**src/hdl/irc_div.sv**
```systemverilog
// Restoring divider, one quotient bit per cycle, 72-bit dividend.
module irc_div (
    input  logic        i_clk,
    input  logic        i_rst_n,
    input  logic        i_start,
    input  logic [71:0] i_dividend,
    input  logic [41:0] i_divisor,
    output logic        o_done,
    output logic [71:0] o_quo
);

    localparam logic [6:0] LAST_STEP = 7'd71;

    logic [71:0] r_q;
    logic [41:0] r_r;
    logic [41:0] r_d;
    logic [6:0]  r_cnt;
    logic        r_busy;
    logic        r_done;
    logic [42:0] w_rs;
    logic [42:0] w_diff;
    logic        w_ge;

    // Shift in the next dividend bit and try a subtract.
    assign w_rs   = {r_r, r_q[71]};
    assign w_ge   = w_rs >= {1'b0, r_d};
    assign w_diff = w_rs - {1'b0, r_d};

    always_ff @(posedge i_clk) begin
        if (!i_rst_n) begin
            r_busy <= 1'b0;
            r_done <= 1'b0;
        end else begin
            r_done <= 1'b0;
            if (i_start) begin
                r_q    <= i_dividend;
                r_d    <= i_divisor;
                r_r    <= '0;
                r_cnt  <= '0;
                r_busy <= 1'b1;
            end else if (r_busy) begin
                r_r   <= w_ge ? w_diff[41:0] : w_rs[41:0];
                r_q   <= {r_q[70:0], w_ge};
                r_cnt <= r_cnt + 7'd1;
                if (r_cnt == LAST_STEP) begin
                    r_busy <= 1'b0;
                    r_done <= 1'b1;
                end
            end
        end
    end

    assign o_done = r_done;
    assign o_quo  = r_q;

endmodule

```
**config.mk**
```make
export PLATFORM = sky130hd
export DESIGN_NAME = irc_div
export DESIGN_NICKNAME = d
export VERILOG_FILES = /design/src/hdl/irc_div.sv
export SDC_FILE = /design/constraint.sdc
export NUM_CORES = 1
export LEC_CHECK = 0
export BUFFER_PORTS_ARGS = -buffer_cell sky130_fd_sc_hd__buf_2
export CORE_MARGIN = 4
export CORE_UTILIZATION = 36
export CTS_CLUSTER_SIZE = 30
export DETAILED_ROUTE_END_ITERATION = 7
export SYNTH_ARGS = -nofsm -noshare
export SYNTH_HDL_FRONTEND = slang
export SYNTH_SLANG_ARGS = --single-unit
```
**constraint.sdc**
```tcl
create_clock -name i_clk -period 7.9 [get_ports i_clk]
set_input_delay 0.79 -clock i_clk [delete_from_list [all_inputs] [get_ports i_clk]]
set_output_delay 0.79 -clock i_clk [all_outputs]
set_load 0.05 [all_outputs]
```
==> reports/qor.yml <==
setup_path:
  critPathCaptureType: "register"
  critPathKind: "register to register"
  arrival_ns: 4.10
  crit_chain: "ha_1 -> and3_1 -> and2_1 -> o31ai_1 -> o211a_4 -> a21oi_2 -> o211ai_1 -> a211o_2 -> buf_4 -> nor2b_1 -> a22o_1"
  critPathMaxStageDelay_ns: 0.52
  crit_path_start_kind: "register"
  critical_path.slowest_cell: "nor2b_1"
  crit_fanout: 26
  required_ns: 8.19
clock_tree:
  cts_sinks: 165
  cts_buffers: 17
  ctsHtreeMaxLevel: 4
  cts_hold_buf: 0
  cts_root_buf: "clkbuf_16"
  postCtsSetupRepairBufs: 0
  postCtsResizedCells: 0
  clock_path_buffers: 2
  cts_tree: "built"
  cts.clk_slew.worst_paths_ns: 0.08
  clock_latency_ns: 0.44
logic_synthesis:
  ys_ff_latch: 165
  yosysSeqAreaShare: 0.534
  synthCells: 778
  syn_nets: 939
  synth_cell_types: 63
  synth-async-reset-ratio: 0
  synth_edf_count: 163
  syn_area_um2: 9230
  avgSynthCellArea_um2: 11.9
  synthFlopType: "edfxtp_1"
  yosysWarnings: 0
sta:
  setup_viol: 0
  fin_tns_setup_ns: 0
  max-slew-margin-rel: 0.279
  fin_crit_sh: 0.482
  max_freq_mhz: 263
  worst_pin_slew_ns: 1.08
  holdWs_ns: 0.531
  fin_skew_ns: 0.0144
  rsz0062_at_grt: "false"
  hold_viol_final: 0
  layout_setup_ws_ns: 4.09
  post-route-min-period_ns: 3.81
  finalMaxSlewViolations: 0
place:
  postPlaceCellArea_um2: 10500
  place.port_buffers: 189
  place.gp.congestion: 0.843
  numPlacedInstances: 1270
  hpwl_um: 16200
  dp_slack_ns: 4.08
pwr:
  pwr-share-seq: 0.415
  p_leak_nw: 4.65
  power_frac_comb: 0.270
  pwr_density_cell_nw_per_um2: 238
  p_clk_frac: 0.315
  power_mw: 2.63
  ir_drop_mv: 0.133
  switching_share: 0.331
  p_switching_mw: 0.870
  p_int_mw: 1.76
flow_run:
  max_cap_viol_count: 0
final_layout:
  syn_to_final_growth_pct: 19.9
  fin_util: 0.440
  final_cell_mix: "buf_2 (188), edfxtp_1 (163), mux2_2 (71), nor2_1 (60), a21oi_1 (58)"
  final_area_um2: 11100
  diodes: 0
  final_common_cell: "buf_2"
  final-instance-count-excl-fill: 1302
  drive_above_1_share: 0.315
  layout.nets: 1120
status:
  outcome: "finished clean"
die:
  die_y_um: 168
  row_count: 58
  dieArea_um2: 28300
  core_um2: 25200
  dieWidth_um: 168
  initial_utilization: 0.367
  io-pin-count: 190
detailed_routing:
  first_pass_iters: 4
  via_per_inst: 5.08
  wl_per_cell_um: 17.0
  vias: 6613
  drc: 0
  totalWireLength_um: 22200
  antenna_left: 0
  drtIter0Drc: 363
global_route:
  grt_util_all_layers: 0.157
  grt_pass1_wl_um: 35700
  grt_pass1_vias: 6682
  antenna_found_initial: 6
  grt_overflow: 0
  grt_max_degree: 85
worst_hold_path:
  worstHoldPathType: "input port to register"
==> worst paths after layout <==
kind,start,endpoint,slack [ns],depth (start not counted)
setup / recovery,r_r[8]$_SDFFCE_PP0P_,r_r[23]$_SDFFCE_PP0P_,4.09,11
hold / removal,i_divisor[5],r_d[5]$_DFFE_PP_,0.53,1
setup reg to reg,r_r[8]$_SDFFCE_PP0P_,r_r[23]$_SDFFCE_PP0P_,4.09,11
hold reg to reg,r_busy$_SDFF_PN0_,o_done$_SDFF_PP0_,0.53,1
==> logic make-up (layout without fill, tap and decap cells) <==
| group | count (synthesis) | in the layout | synth area share |
|---|---|---|---|
| buf+inv | 85 | 279 | 0.0378 |
| xor+xnor | 39 | 39 | 0.0370 |
| mux | 106 | 106 | 0.125 |
| compound gates | 160 | 160 | 0.113 |
| fa+ha+maj | 44 | 44 | 0.0604 |
| simple gates | 179 | 179 | 0.0927 |
| flops | 165 | 165 | 0.534 |
==> power groups by stage <==
stage          Sequential (mW)  Combinational, mW  Clock (mW)
6_report                  1.09              0.710       0.829
5_1_grt                   1.10              0.787       0.891
4_1_cts                   1.09              0.715       0.852
3_5_place_dp              1.11              0.713           0
3_3_place_gp              1.11              0.708           0
2_1_floorplan             1.19              0.473           0
==> sequential cells by signal (all words and copies together) (netlist names) <==
signal and flops:
r_busy 1, o_done 1, r_cnt 7, r_r 42, o_quo 72, r_d 42
==> area by class of cell <==
type	instances	area (um2)
fillers	2360	14100
clock buffers	18	429
repair buffers	192	971
well taps	330	413
inverters	55	206
flip-flops and latches	165	4930
multi-input cells	528	3960
clock inverters	14	156
==> layer usage <==
metal | share of wire | up-vias | global-route usage
li1 | - | 3256 | -
met1 | 0.44 | 3124 | 0.205
met2 | 0.46 | 194 | 0.246
met3 | 0.084 | 29 | 0.0653
met4 | 0.013 | 10 | 0.0381
met5 | 0.0031 | - | 0
==> critical path: cells and delay by family (launching register included) <==
family	cells	cell delay (ns)
AOI/OAI and AO/OA	6	1.51
and+or+nand+nor	3	0.88
buffers and inverters	1	0.46
DFF	1	0.40
adders and majority gates	1	0.39
==> cells in the mapped netlist (5+ instances only) <==
cell type | number | area share
a21o_1 | 22 | 0.018
a21oi_1 | 58 | 0.031
a22o_1 | 5 | 0.0047
and3_1 | 8 | 0.0054
buf_1 | 9 | 0.0037
buf_2 | 9 | 0.0049
clkbuf_1 | 8 | 0.0033
edfxtp_1 | 163 | 0.53
ha_1 | 43 | 0.058
inv_1 | 55 | 0.022
mux2_2 | 71 | 0.087
mux2i_1 | 35 | 0.038
nand2_1 | 42 | 0.017
nand3_1 | 17 | 0.0092
nand4_1 | 8 | 0.0054
nor2_1 | 60 | 0.024
nor2b_1 | 10 | 0.0068
nor3_1 | 7 | 0.0038
o211ai_1 | 7 | 0.0057
o21ai_0 | 22 | 0.012
o21bai_1 | 5 | 0.0041
or3_1 | 6 | 0.0041
xnor2_1 | 23 | 0.022
xor2_1 | 16 | 0.015
Note: power is estimated with default switching activity, not from simulation.
