### src/hdl/irc_sqrt.sv
// Digit-by-digit square root of a Q9.32 value, one root bit per cycle.
module irc_sqrt (
    input  logic        i_clk,
    input  logic        i_rst_n,
    input  logic        i_start,
    input  logic [40:0] i_rad,
    output logic        o_done,
    output logic [36:0] o_root
);

    localparam logic [5:0] LAST_STEP = 6'd36;

    logic [73:0] r_x;
    logic [38:0] r_rem;
    logic [36:0] r_root;
    logic [5:0]  r_cnt;
    logic        r_busy;
    logic        r_done;
    logic [40:0] w_t;
    logic [40:0] w_trial;
    logic        w_ge;

    // Bring down the next bit pair and compare with 4r+1.
    assign w_t     = {r_rem, r_x[73:72]};
    assign w_trial = {2'b00, r_root, 2'b01};
    assign w_ge    = w_t >= w_trial;

    always_ff @(posedge i_clk) begin
        if (!i_rst_n) begin
            r_busy <= 1'b0;
            r_done <= 1'b0;
        end else begin
            r_done <= 1'b0;
            if (i_start) begin
                r_x    <= {1'b0, i_rad, 32'd0};
                r_rem  <= '0;
                r_root <= '0;
                r_cnt  <= '0;
                r_busy <= 1'b1;
            end else if (r_busy) begin
                r_rem  <= w_ge ? 39'(w_t - w_trial) : w_t[38:0];
                r_root <= {r_root[35:0], w_ge};
                r_x    <= r_x << 2;
                r_cnt  <= r_cnt + 6'd1;
                if (r_cnt == LAST_STEP) begin
                    r_busy <= 1'b0;
                    r_done <= 1'b1;
                end
            end
        end
    end

    assign o_done = r_done;
    assign o_root = r_root;

endmodule

### config.mk
export PLATFORM = sky130hd
export DESIGN_NAME = irc_sqrt
export DESIGN_NICKNAME = d
export VERILOG_FILES = /design/src/hdl/irc_sqrt.sv
export SDC_FILE = /design/constraint.sdc
export NUM_CORES = 1
export LEC_CHECK = 0
export BUFFER_PORTS_ARGS = -buffer_cell sky130_fd_sc_hd__buf_4
export CELL_PAD_IN_SITES_DETAIL_PLACEMENT = 1
export CELL_PAD_IN_SITES_GLOBAL_PLACEMENT = 2
export CORE_MARGIN = 2
export CORE_UTILIZATION = 42
export DETAILED_ROUTE_END_ITERATION = 10
export PLACE_DENSITY_LB_ADDON = 0.2
export REMOVE_ABC_BUFFERS = 1
export SLEW_MARGIN = 20
export SYNTH_ARGS = -nofsm -noshare
export SYNTH_HDL_FRONTEND = slang
export SYNTH_SLANG_ARGS = --single-unit
### constraint.sdc
create_clock -name i_clk -period 6.6 [get_ports i_clk]
set_clock_uncertainty 0.1 [all_clocks]
set_input_delay 0.33 -clock i_clk [delete_from_list [all_inputs] [get_ports i_clk]]
set_output_delay 0.33 -clock i_clk [all_outputs]
set_load 0.005 [all_outputs]
==> flow_metrics.tcl, run 1 <==
set metrics [dict create \
    max_slew.worst_pin.slew_ns 1.05 \
    synth_cell_types 58 \
    htreeDepth 4 \
    path_clk_slew_ns 0.06 \
    drt_iter0_drc 295 \
    slew_headroom_pct 30.2 \
    ios 82 \
    hold_slack_ns 0.0679 \
    track_usage_pct 20.6 \
    dp_slack_ns 2.73 \
    antenna_found_initial 0 \
    io_buffers 81 \
    cts_tree "built" \
    synth-main-ff-cell "edfxtp_1" \
    async_flop_share_pct 0 \
    area_growth_syn_to_layout_pct 18.0 \
    slew_violations 0 \
    setup_violations 0 \
    cts-buffers-inserted 17 \
    ctsHoldBuffers 0 \
    grt_first_pass_wirelength_um 30300 \
    yosys_warnings 0 \
    rsz0062_at_grt "no" \
    crit_required_ns 6.65 \
    cap_viol_max_count 0 \
    initial_core_util_pct 43.1 \
    tns_ns 0 \
    path_delay_family "compound AO/OA/AOI/OAI gates" \
    crit_type "reg2reg" \
    timing.final.crit_share_pct 54.3 \
    core_um2 17400 \
    routed_wl_um 18400 \
    syn_avg_cell_area_um2 10.6 \
    wl_per_cell_um 17.9 \
    hp-class "in2reg" \
    diodes 0 \
    die_h_um 138 \
    slowest_delay_ns 0.50 \
    grt_max_degree 77 \
    max_freq_mhz 279 \
    hpwl_um 12700 \
    post-cts-setup-buffers 0 \
    path_max_fanout 24 \
    irDropWorstVdd_mv 0.185 \
    leakage_nw 3.52 \
    crit_arrival_ns 3.64 \
    cp_slowest_cell "a2111o_1" \
    synth_edf_count 124 \
    cp-end-kind "flip-flop" \
    fin_nets 871 \
    crit_chain "inv_1 -> ha_1 -> and3_1 -> and4_1 -> a41oi_1 -> nand2_1 -> a2111o_1 -> a31oi_4 -> buf_16 -> or3_1 -> a21oi_2" \
    fin_crit_ns 3.58 \
    dieArea_um2 19000 \
    timing.final.ws_setup_ns 3.02 \
    status "complete, no violations" \
    rows 48 \
    clkLatencyLatePin_ns 0.43 \
    dieWidth_um 138 \
    cts-root-buf "clkbuf_16" \
    route.detailed.drc 0 \
    firstDrtPassIters 4 \
    clock_path_buffers 2 \
    p_per_area_nw_per_um2 284 \
    crit_buf_inv 2 \
    final_layout_size_suffix_gt1_share_pct 22.2 \
    overflow 0 \
    antenna_left 0 \
    cts_resized 0 \
    vias 5608 \
    finalHoldViolCount 0 \
    startpoint_type "flip-flop" \
    vias_per_cell 5.48 \
    place.gp.congestion 0.783 \
    synthesis.area_um2 7510 \
    cts.sink_count 126 \
    ys_seq_area_share_pct 50.1 \
    synth-seq-cells 126 \
    syn_inst 712 \
    grt_pass1_vias 5895 \
]
[where the power goes]
group / switching, W / total (W) / internal (W) / leakage, nW
combinational: 0.000341 / 0.000586 / 0.000245 / 2.02
sequential: 0.0000302 / 0.000995 / 0.000965 / 1.22
clock: 0.000405 / 0.000936 / 0.000531 / 0.279
total: 0.000776 / 0.00252 / 0.00174 / 3.52
[cell usage after synthesis (all sizes together), types with 8 or more instances]
master / instances / area (um^2)
edfxtp: 124 / 3720
nand2: 76 / 288
a21oi: 69 / 364
nor2: 68 / 255
inv: 49 / 184
ha: 41 / 513
mux2: 40 / 450
o21ai: 29 / 145
nand3: 23 / 115
clkbuf: 19 / 71.3
xnor2: 16 / 140
nand4: 13 / 81.3
a21o: 12 / 90.1
a211oi: 11 / 108
and3: 11 / 73.8
buf: 10 / 93.8
xor2: 10 / 87.6
nor3: 9 / 45.0
nor2b: 8 / 50.1
[per-stage QoR]
stage	utilization [%]	std cells	power, W	instance area, um^2
after floorplan	-	683	0.00142	7350
after detailed placement	47.4	991	0.00159	8260
after CTS	50.8	1023	0.00253	8840
after global routing	50.9	1024	0.00265	8870
final	50.9	1024	0.00252	8870
after global placement	47.4	991	0.00158	8260
[cells by family after synthesis]
family                   share of synthesized area (%)
multiplexers                                      6.26
AO/OA/AOI/OAI                                     14.5
buffers and inverters                             4.65
XOR/XNOR                                          3.03
AND/OR/NAND/NOR                                   14.7
flip-flops                                        50.1
adder cells (fa/ha/maj)                           6.83
[worst reg2reg max path: cells and delay by family, from the launching register on]
family                     cells  cell delay [ns]
and+or+nand+nor                4             0.77
buffers and inverters          2             0.31
DFF                            1             0.36
AOI/OAI and AO/OA              4             1.39
adders and majority gates      1             0.39
[cell type report]
type	count	area, um^2
fillers	1944	8550
flip-flops and latches	126	3760
multi-input cells	508	3410
repair buffers	84	651
clock buffers	17	425
well taps	225	282
inverters	49	184
clock inverters	15	155
[final timing paths]
| check | startpoint | end | slack, ns | cells past startpoint |
|---|---|---|---|---|
| setup / recovery | o_root[32] | r_rem[10] | 3.02 | 11 |
| hold / removal | i_rst_n | o_done | 0.07 | 2 |
| setup reg to reg | o_root[32] | r_rem[10] | 3.02 | 11 |
| hold reg to reg | r_busy | o_done | 0.41 | 1 |
[cells in the final DEF (no fill, tap or decap), types with 3 or more instances in the layout]
cell,count
nor2_1,68
nor2b_1,8
buf_4,83
a21o_1,12
nand3_1,23
nor4_1,4
o21ai_1,5
and2_1,5
xnor2_1,16
inv_6,5
edfxtp_1,124
nor3_1,9
a31o_2,3
o21a_1,5
inv_1,49
a311o_1,3
mux2_2,40
o211ai_1,4
clkbuf_16,17
a211oi_1,6
clkinv_4,5
nand2_1,75
o21ai_0,24
nand4_1,13
nand2b_1,6
and4_1,3
xor2_1,10
and3_1,10
ha_1,41
a21oi_2,5
o21bai_1,3
a21boi_0,3
a211oi_2,5
or3_1,5
a41oi_1,3
a21oi_1,64
[per-layer routing]
| metal | track usage, % | share of wire [%] |
|---|---|---|
| met1 | 26.4 | 45 |
| met2 | 35.1 | 50 |
| met3 | 5.00 | 4.6 |
| met4 | 5.39 | 1.1 |
| met5 | 0 | 0 |
[state kept, by name (all words and copies together), names as in the netlist]
signal  count
o_done      1
r_cnt       6
o_root     37
r_busy      1
r_x        42
r_rem      39
Power figures use the tool's default switching activity.
==> run 2, diff against run 1 <==
--- a/config.mk
+++ b/config.mk
@@ -9,7 +9,7 @@
 export CELL_PAD_IN_SITES_DETAIL_PLACEMENT = 1
 export CELL_PAD_IN_SITES_GLOBAL_PLACEMENT = 2
 export CORE_MARGIN = 2
-export CORE_UTILIZATION = 42
+export CORE_UTILIZATION = 35
 export DETAILED_ROUTE_END_ITERATION = 10
 export PLACE_DENSITY_LB_ADDON = 0.2
 export REMOVE_ABC_BUFFERS = 1
==> constraint.sdc (replaced) <==
create_clock -name i_clk -period 3.24 [get_ports i_clk]
set_clock_uncertainty 0.1 [all_clocks]
set_input_delay 0.162 -clock i_clk [delete_from_list [all_inputs] [get_ports i_clk]]
set_output_delay 0.162 -clock i_clk [all_outputs]
set_load 0.005 [all_outputs]
==> flow_metrics.tcl, run 2 (synthesized netlist as in run 1, its figures left out) <==
set metrics [dict create \
    io_buffers 81 \
    p_int_w 0.00361 \
    irDropWorstVdd_mv 0.355 \
    hpwl_um 13700 \
    overflow 0 \
    fin_nets 948 \
    final_cell_mix "edfxtp_1, buf_4, nand2_1" \
    p_per_area_nw_per_um2 547 \
    netSwitchingPower_w 0.00168 \
    max_freq_mhz 323 \
    place_area_um2 8670 \
    finalPower_w 0.00530 \
    drt_iter0_drc 230 \
    finalHoldViolCount 0 \
    path_clk_slew_ns 0.07 \
    largest_reg_flops 42 \
    dieWidth_um 151 \
    final_util_pct 46.1 \
    crit_buf_inv 2 \
    wl_per_cell_um 17.4 \
    place.gp.congestion 0.803 \
    grt_max_degree 126 \
    route.detailed.drc 0 \
    status "complete, no violations" \
    p_seq_share_pct 38.3 \
    cap_viol_max_count 0 \
    hp-class "in2reg" \
    max_slew.worst_pin.slew_ns 0.903 \
    clkLatencyLatePin_ns 0.43 \
    vias_per_cell 5.15 \
    slew_violations 0 \
    final_layout_size_suffix_gt1_share_pct 24.4 \
    grt_pass1_vias 6442 \
    cts_tree "built" \
    dieArea_um2 22700 \
    post-route-cell-area_um2 9680 \
    core_um2 21000 \
    vias 5929 \
    regMostFlops "r_x" \
    leakage_nw 3.90 \
    die_h_um 151 \
    cts-root-buf "clkbuf_16" \
    rows 53 \
    timing.final.crit_share_pct 95.6 \
    firstDrtPassIters 4 \
    clkPwrFrac_pct 36.3 \
    path_max_fanout 13 \
    area_growth_syn_to_layout_pct 28.8 \
    cts.sink_count 126 \
    pwr-share-comb_pct 25.4 \
    path_delay_family "compound AO/OA/AOI/OAI gates" \
    ios 82 \
    mostFrequentLayoutCell "edfxtp_1" \
    cts-buffers-inserted 17 \
    clock_path_buffers 2 \
    switching_share_pct 31.8 \
    diodes 0 \
    crit_arrival_ns 3.15 \
    track_usage_pct 18.6 \
    rsz0062_at_grt "no" \
    slowest_delay_ns 0.44 \
    crit_required_ns 3.29 \
    crit_type "reg2reg" \
    grt_first_pass_wirelength_um 33100 \
    crit_chain "inv_1 -> ha_2 -> and3_1 -> and4_1 -> a41oi_1 -> nand2_1 -> a2111o_1 -> a31o_4 -> buf_12 -> nor2_1 -> a211oi_2" \
    routed_wl_um 20100 \
    post-cts-setup-buffers 0 \
    antenna_found_initial 0 \
    htreeDepth 4 \
    fin_crit_ns 3.10 \
    cp-end-kind "flip-flop" \
    slew_headroom_pct 39.8 \
    startpoint_type "flip-flop" \
    initial_core_util_pct 35.7 \
    cp_slowest_cell "a2111o_1" \
    antenna_left 0 \
    setup_violations 0 \
]
[run 2: cell count changes in the layout (fill, tap and decap cells not counted), moves of 4 or more]
cell           previous run  this run
clkinv_4                  5         1
inv_8                     2         6
buf_12                    0         6
dlygate4sd3_1             0        42
buf_4                    83       113
[run 2: worst paths after layout]
kind         cells after the start       start   endpoint  slack [ns]
max                             11  o_root[32]  r_rem[15]        0.14
min reg2reg                      1      r_busy     o_done        0.39
min                              3     i_start   r_rem[0]        0.33
max reg2reg                     11  o_root[32]  r_rem[15]        0.14
[run 2: metrics by stage]
step	cells	setup WS [ns]	hold slack, ns	setup TNS, ns
6_report	1151	0.143	0.334	0
5_1_grt	1151	0.00191	0.367	0
4_1_cts	1151	0.0696	0.342	0
3_5_place_dp	1077	0.0885	0.322	0
3_3_place_gp	1077	0.133	0.317	0
2_1_floorplan	683	-0.459	0.215	-57.22
[run 2: layout make-up]
class	instances	area, um^2
Timing Repair Buffer	161	1390
Fill cell	2287	11300
Clock inverter	15	161
Clock buffer	17	425
Tap cell	275	344
Multi-Input combinational cell	508	3410
Sequential cell	126	3760
Inverter	49	184
[run 2: worst register-to-register path, delay by kind of cell (launching register included)]
kind / cells / cell delay (ns)
AOI/OAI and AO/OA: 4 / 1.04
adders and majority gates: 1 / 0.32
buffers and inverters: 2 / 0.27
DFF: 1 / 0.41
and+or+nand+nor: 4 / 0.68
[run 2: timing repair]
| item | 4_1_cts | 5_1_grt |
|---|---|---|
| resized for setup | 0 | 2 |
| endpoints found under the hold margin | 42 | 0 |
| hold buffers | 42 | 0 |
| setup endpoints to repair | 0 | 26 |
[run 2: per-layer routing]
| metal | global-route usage, % | wire (um) | up-vias |
|---|---|---|---|
| met3 | 3.30 | 535 | 17 |
| met4 | 5.57 | 271 | 0 |
| li1 | - | - | 2911 |
| met5 | 0 | 0 | - |
| met2 | 32.0 | 10000 | 74 |
| met1 | 24.0 | 9240 | 2927 |
[run 2: power groups by stage]
stage,registers (W),clock network [W],logic (W)
6_report,0.00203,0.00192,0.00135
3_5_place_dp,0.00206,0,0.00130
2_1_floorplan,0.00205,0,0.000831
3_3_place_gp,0.00206,0,0.00128
5_1_grt,0.00204,0.00204,0.00151
4_1_cts,0.00203,0.00198,0.00135
