===== src/hdl/irc_mul.sv =====
// Byte-serial 64 by 64 multiplier with a full 128-bit product.
module irc_mul (
    input  logic         i_clk,
    input  logic         i_rst_n,
    input  logic         i_start,
    input  logic [63:0]  i_a,
    input  logic [63:0]  i_b,
    output logic         o_done,
    output logic [127:0] o_prod
);

    localparam logic [2:0] LAST_STEP = 3'd7;

    logic [63:0]  r_a;
    logic [63:0]  r_b;
    logic [127:0] r_acc;
    logic [2:0]   r_cnt;
    logic         r_busy;
    logic         r_done;
    logic [71:0]  w_pp;
    logic [71:0]  w_sum;

    // One 64 by 8 partial product per cycle, added into the upper half.
    assign w_pp  = r_a * r_b[7:0];
    assign w_sum = 72'(r_acc[127:64]) + w_pp;

    always_ff @(posedge i_clk) begin
        if (!i_rst_n) begin
            r_busy <= 1'b0;
            r_done <= 1'b0;
        end else begin
            r_done <= 1'b0;
            if (i_start) begin
                r_a    <= i_a;
                r_b    <= i_b;
                r_acc  <= '0;
                r_cnt  <= '0;
                r_busy <= 1'b1;
            end else if (r_busy) begin
                r_acc <= {w_sum, r_acc[63:8]};
                r_b   <= r_b >> 8;
                r_cnt <= r_cnt + 3'd1;
                if (r_cnt == LAST_STEP) begin
                    r_busy <= 1'b0;
                    r_done <= 1'b1;
                end
            end
        end
    end

    assign o_done = r_done;
    assign o_prod = r_acc;

endmodule


===== config.mk =====
export PLATFORM = sky130hd
export DESIGN_NAME = irc_mul
export DESIGN_NICKNAME = d
export VERILOG_FILES = /design/src/hdl/irc_mul.sv
export SDC_FILE = /design/constraint.sdc
export NUM_CORES = 1
export LEC_CHECK = 0
export CORE_UTILIZATION = 50
export DETAILED_ROUTE_END_ITERATION = 16
export DONT_BUFFER_PORTS = 1
export GPL_TIMING_DRIVEN = 1
export MAX_ROUTING_LAYER = met4
export PLACE_DENSITY_LB_ADDON = 0.08
export SLEW_MARGIN = 20
export SYNTH_ARGS = -nofsm -noshare
export SYNTH_HDL_FRONTEND = slang
export SYNTH_SLANG_ARGS = --single-unit

===== constraint.sdc =====
create_clock -name i_clk -period 10.36 [get_ports i_clk]
set_clock_uncertainty 0.1 [all_clocks]
set_input_delay 1.036 -clock i_clk [delete_from_list [all_inputs] [get_ports i_clk]]
set_output_delay 1.036 -clock i_clk [all_outputs]
set_load 0.05 [all_outputs]

==> results of run 1 <==
-- critical path: stages (launching register included) --
cell and delay (ns):
edfxtp_1 0.31, buf_4 0.67, nand2_1 0.15, fa_1 0.53, inv_1 0.05, fa_1 0.48, fa_1 0.55, inv_1 0.05
fa_1 0.47, inv_1 0.04, ha_1 0.41, nand4_1 0.25, nor3_1 0.44, inv_1 0.09, o211ai_1 0.24, o21ai_1 0.15
a21oi_1 0.34, nor3_2 0.14, o41a_1 0.34, a21oi_1 0.14, mux2_2 0.34
-- metal layers --
layer  track usage [%]  vias up  wire [um]
li1                  -     8101          -
met1             32.39     9154      27710
met2             42.85      418      33170
met3             5.734       91       4749
met4             5.470        0       1213
met5                 -        -          0
-- how the worst max path moves through the flow --
stage / to / slack (ns)
floorplan: o_prod[0] / 3.75
global placement: o_prod[124] / 3.87
detailed placement: o_prod[126] / 3.79
CTS: o_prod[126] / 3.78
global route: o_prod[124] / 3.42
finish: o_prod[126] / 3.78
-- cell families after synthesis --
family | synth area share (%)
adders and majority gates | 36.09
muxes | 2.599
and+or+nand+nor | 16.43
DFF | 28.49
buffers and inverters | 8.736
AOI/OAI and AO/OA | 5.932
xor gates and xnor gates | 1.723
-- metrics by stage --
stage	hold WS, ns	worst slack [ns]
final	0.4387	3.785
after floorplan	0.3991	3.749
after CTS	0.4436	3.784
after detailed placement	0.4331	3.786
after global placement	0.4238	3.866
after global routing	0.4547	3.424
-- final cells by class --
cell class                 count  area (sq um)  share of cell area [%]
clock buffer                  42         933.4                   3.206
clock inverter                19         150.1                  0.5158
multi-input combinational   1748         17230                   59.20
sequential                   261          7818                   26.85
antenna                        5         12.51                 0.04298
inverter                     533          2002                   6.877
tap                          696         870.8                   2.991
timing repair buffer          12         90.09                  0.3095
-- layout by cell type (no fill, tap or decap), types with 17 or more instances in the layout --
master,Yosys,layout
inv_1,533,532
a21oi_1,81,81
nor2_1,108,108
ha_1,94,94
clkbuf_16,0,36
nor3_1,17,17
edfxtp_1,259,259
fa_1,436,436
a21o_1,48,48
nor2b_1,72,72
and2_1,369,369
nand2_1,222,222
xnor2_1,32,32
o21ai_0,37,37
nand4_1,24,24
xor2_1,22,22
mux2_2,62,62
-- flip-flops by register name (all words and copies together), names as in the netlist --
signal and flops:
o_done 1, o_prod 128, r_a 64, r_b 64, r_busy 1, r_cnt 3
==> flow_metrics.py, run 1 <==
metrics = {
    "status": {
        "status": "finished clean",
    },
    "synth": {
        "ys_async_sr_fraction_pct": 0,
        "ys_top_cells_by_count": "533 x inv_1, 436 x fa_1, 369 x and2_1, 259 x edfxtp_1, 222 x nand2_1",
        "yosysWarnings": 0,
        "synth_top_cell_by_area": "fa_1",
        "yosys-top-cells-area": "fa_1 32%, edfxtp_1 28%, and2_1 8.4%",
        "ys_types": 60,
        "synth_edf_count": 259,
        "synth_area_per_cell_sq_um": 10.37,
        "yosysSeqAreaShare_pct": 28.49,
        "synth_most_common_cell": "inv_1",
        "ys_ff_latch": 261,
        "synth_top_flop_cell": "edfxtp_1",
        "syn_nets": 3306,
        "syn_inst": 2645,
        "syn_area_sq_um": 27440,
        "synth_top_area_share_pct": 31.81,
    },
    "worst_setup_path": {
        "startpoint_type": "flip-flop",
        "r2r_cells": 20,
        "r2r_start": "r_b[1]",
        "critPathKind": "reg2reg",
        "r2r_slack_ns": 3.78,
        "path_max_fanout": 64,
        "r2r_end": "o_prod[126]",
        "required_ns": 10.56,
        "startpoint": "r_b[1]",
        "worstPathArrival_ns": 6.78,
        "cp-end-kind": "flip-flop",
    },
    "placement": {
        "io_buffers": 0,
        "place.gp.congestion": 0.8910,
        "placedCellCount": 3250,
        "placed_area_sq_um": 28010,
        "dp_hpwl_um": 50320,
    },
    "global_routing": {
        "grt_pass1_wl_um": 109000,
        "grt_max_degree": 206,
        "grt_pass1_vias": 19650,
        "track_usage_pct": 25.79,
        "antenna_found_initial": 6,
        "gr-total-overflow": 0,
    },
    "cells_and_area": {
        "finalNetCount": 3252,
        "area_growth_pct": 6.082,
        "drive_gt1_share_pct": 5.583,
        "fillers": 4809,
        "stdcell_count": 3316,
        "final_util_pct": 53.88,
        "finish.instance_area_sq_um": 29110,
    },
    "sta": {
        "drv_slew": 0,
        "period_share_pct": 63.47,
        "fmax_mhz": 152.1,
        "tns_ns": 0,
        "setup_viol_count_final": 0,
        "finalHoldViolCount": 0,
        "rsz0062_at_grt": "no",
        "relSlewSlack_pct": 31.58,
        "fin_crit_ns": 6.575,
        "worst_pin_slew_ns": 1.026,
    },
    "worst_hold_path": {
        "hold-path-cell-count": 1,
        "min_to": "o_done",
        "hp-start": "r_busy",
        "hold_class": "reg2reg",
    },
    "clocking": {
        "htree_levels": 2,
        "clock_latency_ns": 0.55,
        "holdBufCountCts": 0,
        "cts_resized": 0,
        "cts.path.max_buffers": 3,
        "post_cts.repair.setup_buffers": 0,
        "clockRootBuffer": "clkbuf_16",
        "numCtsBuffers": 35,
        "clk_pin_slew_ns": 0.06,
        "cts_num_sinks": 261,
        "cts_tree": "yes",
    },
    "detailed_routing": {
        "wirelength_um": 66840,
        "ant_nets": 0,
        "first_iter_violations": 918,
        "vias": 17760,
        "wl_per_cell_um": 20.16,
        "detail_route.vias_per_cell": 5.357,
        "route.detailed.drc": 0,
        "dr.pass1.iters": 5,
    },
    "floorplan": {
        "io_pins": 260,
        "die_w_um": 236.3,
        "initial_core_util_pct": 50.79,
        "die_height_um": 236.3,
        "std_cell_rows": 85,
        "die-area_sq_um": 55820,
        "core_sq_um": 54030,
    },
    "flow_run": {
        "maxCapViolations": 0,
    },
}
Power of run 1 is not shown: default switching activity piles up to over one toggle a cycle in this logic, so the estimate is an artifact.
==> run 2: changes to the inputs <==
Settings changed: ABC_AREA set to 1.
Clock period 10.36 ns to 6.2 ns, I/O delays scaled along.
==> run 2 against run 1 <==
The flow now finishes with violations (DRC). Non-clock buffer count increased by 15. Fmax increased by 22%. Core utilization decreased by 0.099 points. Sequential share of layout area decreased by 2.3 points. Global-route usage increased by 1.2 points. Via count increased by 24%. Cell count increased by 38%. Wire length increased by 15%. Cell area increased by 9.2%. Setup slack got worse by 3.0 ns. Synthesized area increased by 9.3%. Largest cell class unchanged. Highest routed layer unchanged.
==> flow_metrics.py, run 2 <==
metrics = {
    "status": {
        "status": "finished with violations",
        "violations": "DRC",
    },
    "floorplan": {
        "die-area_sq_um": 60950,
        "io_pins": 260,
        "die_height_um": 246.9,
        "die_w_um": 246.9,
        "initial_core_util_pct": 50.71,
        "core_sq_um": 59130,
        "std_cell_rows": 89,
    },
    "synth": {
        "synth_top_flop_cell": "edfxtp_1",
        "yosysWarnings": 0,
        "syn_inst": 3872,
        "synth_edf_count": 259,
        "synth_most_common_cell": "inv_1",
        "ys_ff_latch": 261,
        "synth_area_per_cell_sq_um": 7.744,
        "yosys-top-cells-area": "fa_1 29%, edfxtp_1 26%, inv_1 15%",
        "ys_types": 38,
        "synth_top_cell_by_area": "fa_1",
        "ys_async_sr_fraction_pct": 0,
        "synth_top_area_share_pct": 29.11,
        "ys_top_cells_by_count": "1192 x inv_1, 1164 x nand2_1, 436 x fa_1, 259 x edfxtp_1, 236 x nor2_1",
        "syn_nets": 4533,
        "syn_area_sq_um": 29990,
        "yosysSeqAreaShare_pct": 26.07,
    },
    "sta": {
        "relSlewSlack_pct": 28.98,
        "drv_slew": 0,
        "tns_ns": 0,
        "setup_viol_count_final": 0,
        "fin_crit_ns": 5.371,
        "timing.final.ws_setup_ns": 0.8287,
        "period_share_pct": 86.63,
        "rsz0062_at_grt": "no",
        "finalHoldViolCount": 0,
        "fmax_mhz": 186.2,
        "worst_pin_slew_ns": 1.065,
    },
    "worst_hold_path": {
        "min_to": "r_a[15]",
        "hp-start": "i_a[15]",
        "hold-path-cell-count": 0,
        "hold_class": "in2reg",
    },
    "global_routing": {
        "track_usage_pct": 26.99,
        "met1_usage_pct": 34.55,
        "antenna_found_initial": 2,
        "gr-total-overflow": 0,
        "grt-busiest-layer": "met2",
        "use_met3_pct": 4.320,
        "grt_pass1_wl_um": 123400,
        "grt_pass1_vias": 22820,
        "grt_max_degree": 147,
        "grtUsageMet2_pct": 44.24,
    },
    "worst_setup_path": {
        "r2r_cells": 21,
        "required_ns": 6.39,
        "r2r_start": "o_prod[86]",
        "path_max_fanout": 5,
        "critPathKind": "reg2reg",
        "startpoint_type": "flip-flop",
        "r2r_slack_ns": 0.83,
        "r2r_end": "o_prod[103]",
        "worstPathArrival_ns": 5.56,
        "cp-end-kind": "flip-flop",
    },
    "clocking": {
        "clock_latency_ns": 0.57,
        "htree_levels": 2,
        "cts_tree": "yes",
        "cts_resized": 0,
        "post_cts.repair.setup_buffers": 0,
        "clk_pin_slew_ns": 0.07,
        "holdBufCountCts": 0,
        "cts_num_sinks": 261,
        "numCtsBuffers": 35,
        "clockRootBuffer": "clkbuf_16",
        "cts.path.max_buffers": 3,
    },
    "placement": {
        "dp_hpwl_um": 60330,
        "place.gp.congestion": 1.030,
        "io_buffers": 0,
        "placedCellCount": 4524,
        "dp_slack_ns": 0.8781,
        "placed_area_sq_um": 30650,
    },
    "cells_and_area": {
        "finalNetCount": 4449,
        "finish.instance_area_sq_um": 31800,
        "layout_commonest_cell": "inv_1",
        "largest_reg_flops": 128,
        "stdcell_count": 4587,
        "area_growth_pct": 6.055,
        "layout_common_cells": "1190 x inv_1, 1163 x nand2_1, 436 x fa_1, 259 x edfxtp_1, 236 x nor2_1",
        "drive_gt1_share_pct": 3.646,
    },
    "detailed_routing": {
        "wl_per_cell_um": 16.76,
        "first_iter_violations": 1274,
        "dr.pass1.iters": 11,
        "route.detailed.drc": 8,
        "wirelength_um": 76870,
        "detail_route.vias_per_cell": 4.797,
        "vias": 22010,
        "ant_nets": 0,
    },
    "flow_run": {
        "maxCapViolations": 0,
    },
}
-- run 2: cell count changes in the layout (fill, tap and decap cells not counted), sizes merged, moves of 21 or more --
cell and delta:
a21o -47, o21ai +25, nand2 +961, inv +666, nor2b -72, xnor2 -31, nand4 -21, xor2 -21
nand3 +38, a21oi +53, mux2 -63, and2 -366, nor2 +143
-- run 2: per-layer routing --
metal / part of all wire, % / wire length, um / vias to the layer above
met5: 0 / 0 / -
met4: 2.8 / 2116 / 0
met3: 6.0 / 4577 / 124
met2: 48 / 36910 / 552
met1: 43 / 33270 / 10510
li1: - / - / 10820
-- run 2: logic make-up after synthesis --
kind of cell | share of synthesized area (%)
XOR/XNOR | 0.05843
AO/OA/AOI/OAI | 3.935
adder cells (fa/ha/maj) | 33.03
AND/OR/NAND/NOR | 19.74
buffers and inverters | 17.17
flip-flops | 26.07
-- run 2: area by class of cell --
class	count	area [sq um]
sequential	261	7818
multi-input combinational	2260	17030
clock inverter	22	237.7
inverter	1203	4518
clock buffer	39	912.1
timing repair buffer	27	315.3
fill	5739	27330
antenna	2	5.005
tap	773	967.2
-- run 2: worst max-delay path: stages, from the launching register on --
cell and delay, ns:
edfxtp_1 0.73, inv_1 0.15, fa_1 0.58, inv_1 0.06
fa_1 0.49, fa_1 0.57, inv_1 0.05, fa_1 0.49
inv_1 0.05, ha_1 0.35, nand2_1 0.16, inv_1 0.05
nand2_1 0.06, nand2_1 0.10, a21oi_1 0.29, nor2_1 0.08
nor2_1 0.09, nand2_1 0.18, nand2_1 0.14, nand2_1 0.14
nor2_1 0.12, nor2_1 0.05
-- run 2: worst max-delay path by stage --
stage	from	end	slack, ns
2_1_floorplan	i_start	o_prod[0]	0.20
3_3_place_gp	o_prod[80]	o_prod[125]	0.85
3_5_place_dp	o_prod[86]	o_prod[103]	0.88
4_1_cts	o_prod[86]	o_prod[103]	0.79
5_1_grt	r_b[0]	o_prod[125]	0.55
6_report	o_prod[86]	o_prod[103]	0.83
-- run 2: through the flow --
stage	utilization (%)	hold WS [ns]
3_5_place_dp	51.83	0.3958
6_report	53.78	0.05128
3_3_place_gp	51.83	0.3912
2_1_floorplan	-	0.3440
4_1_cts	53.77	0.02207
5_1_grt	53.78	0.03375
Power of run 2 is left out for the same reason.
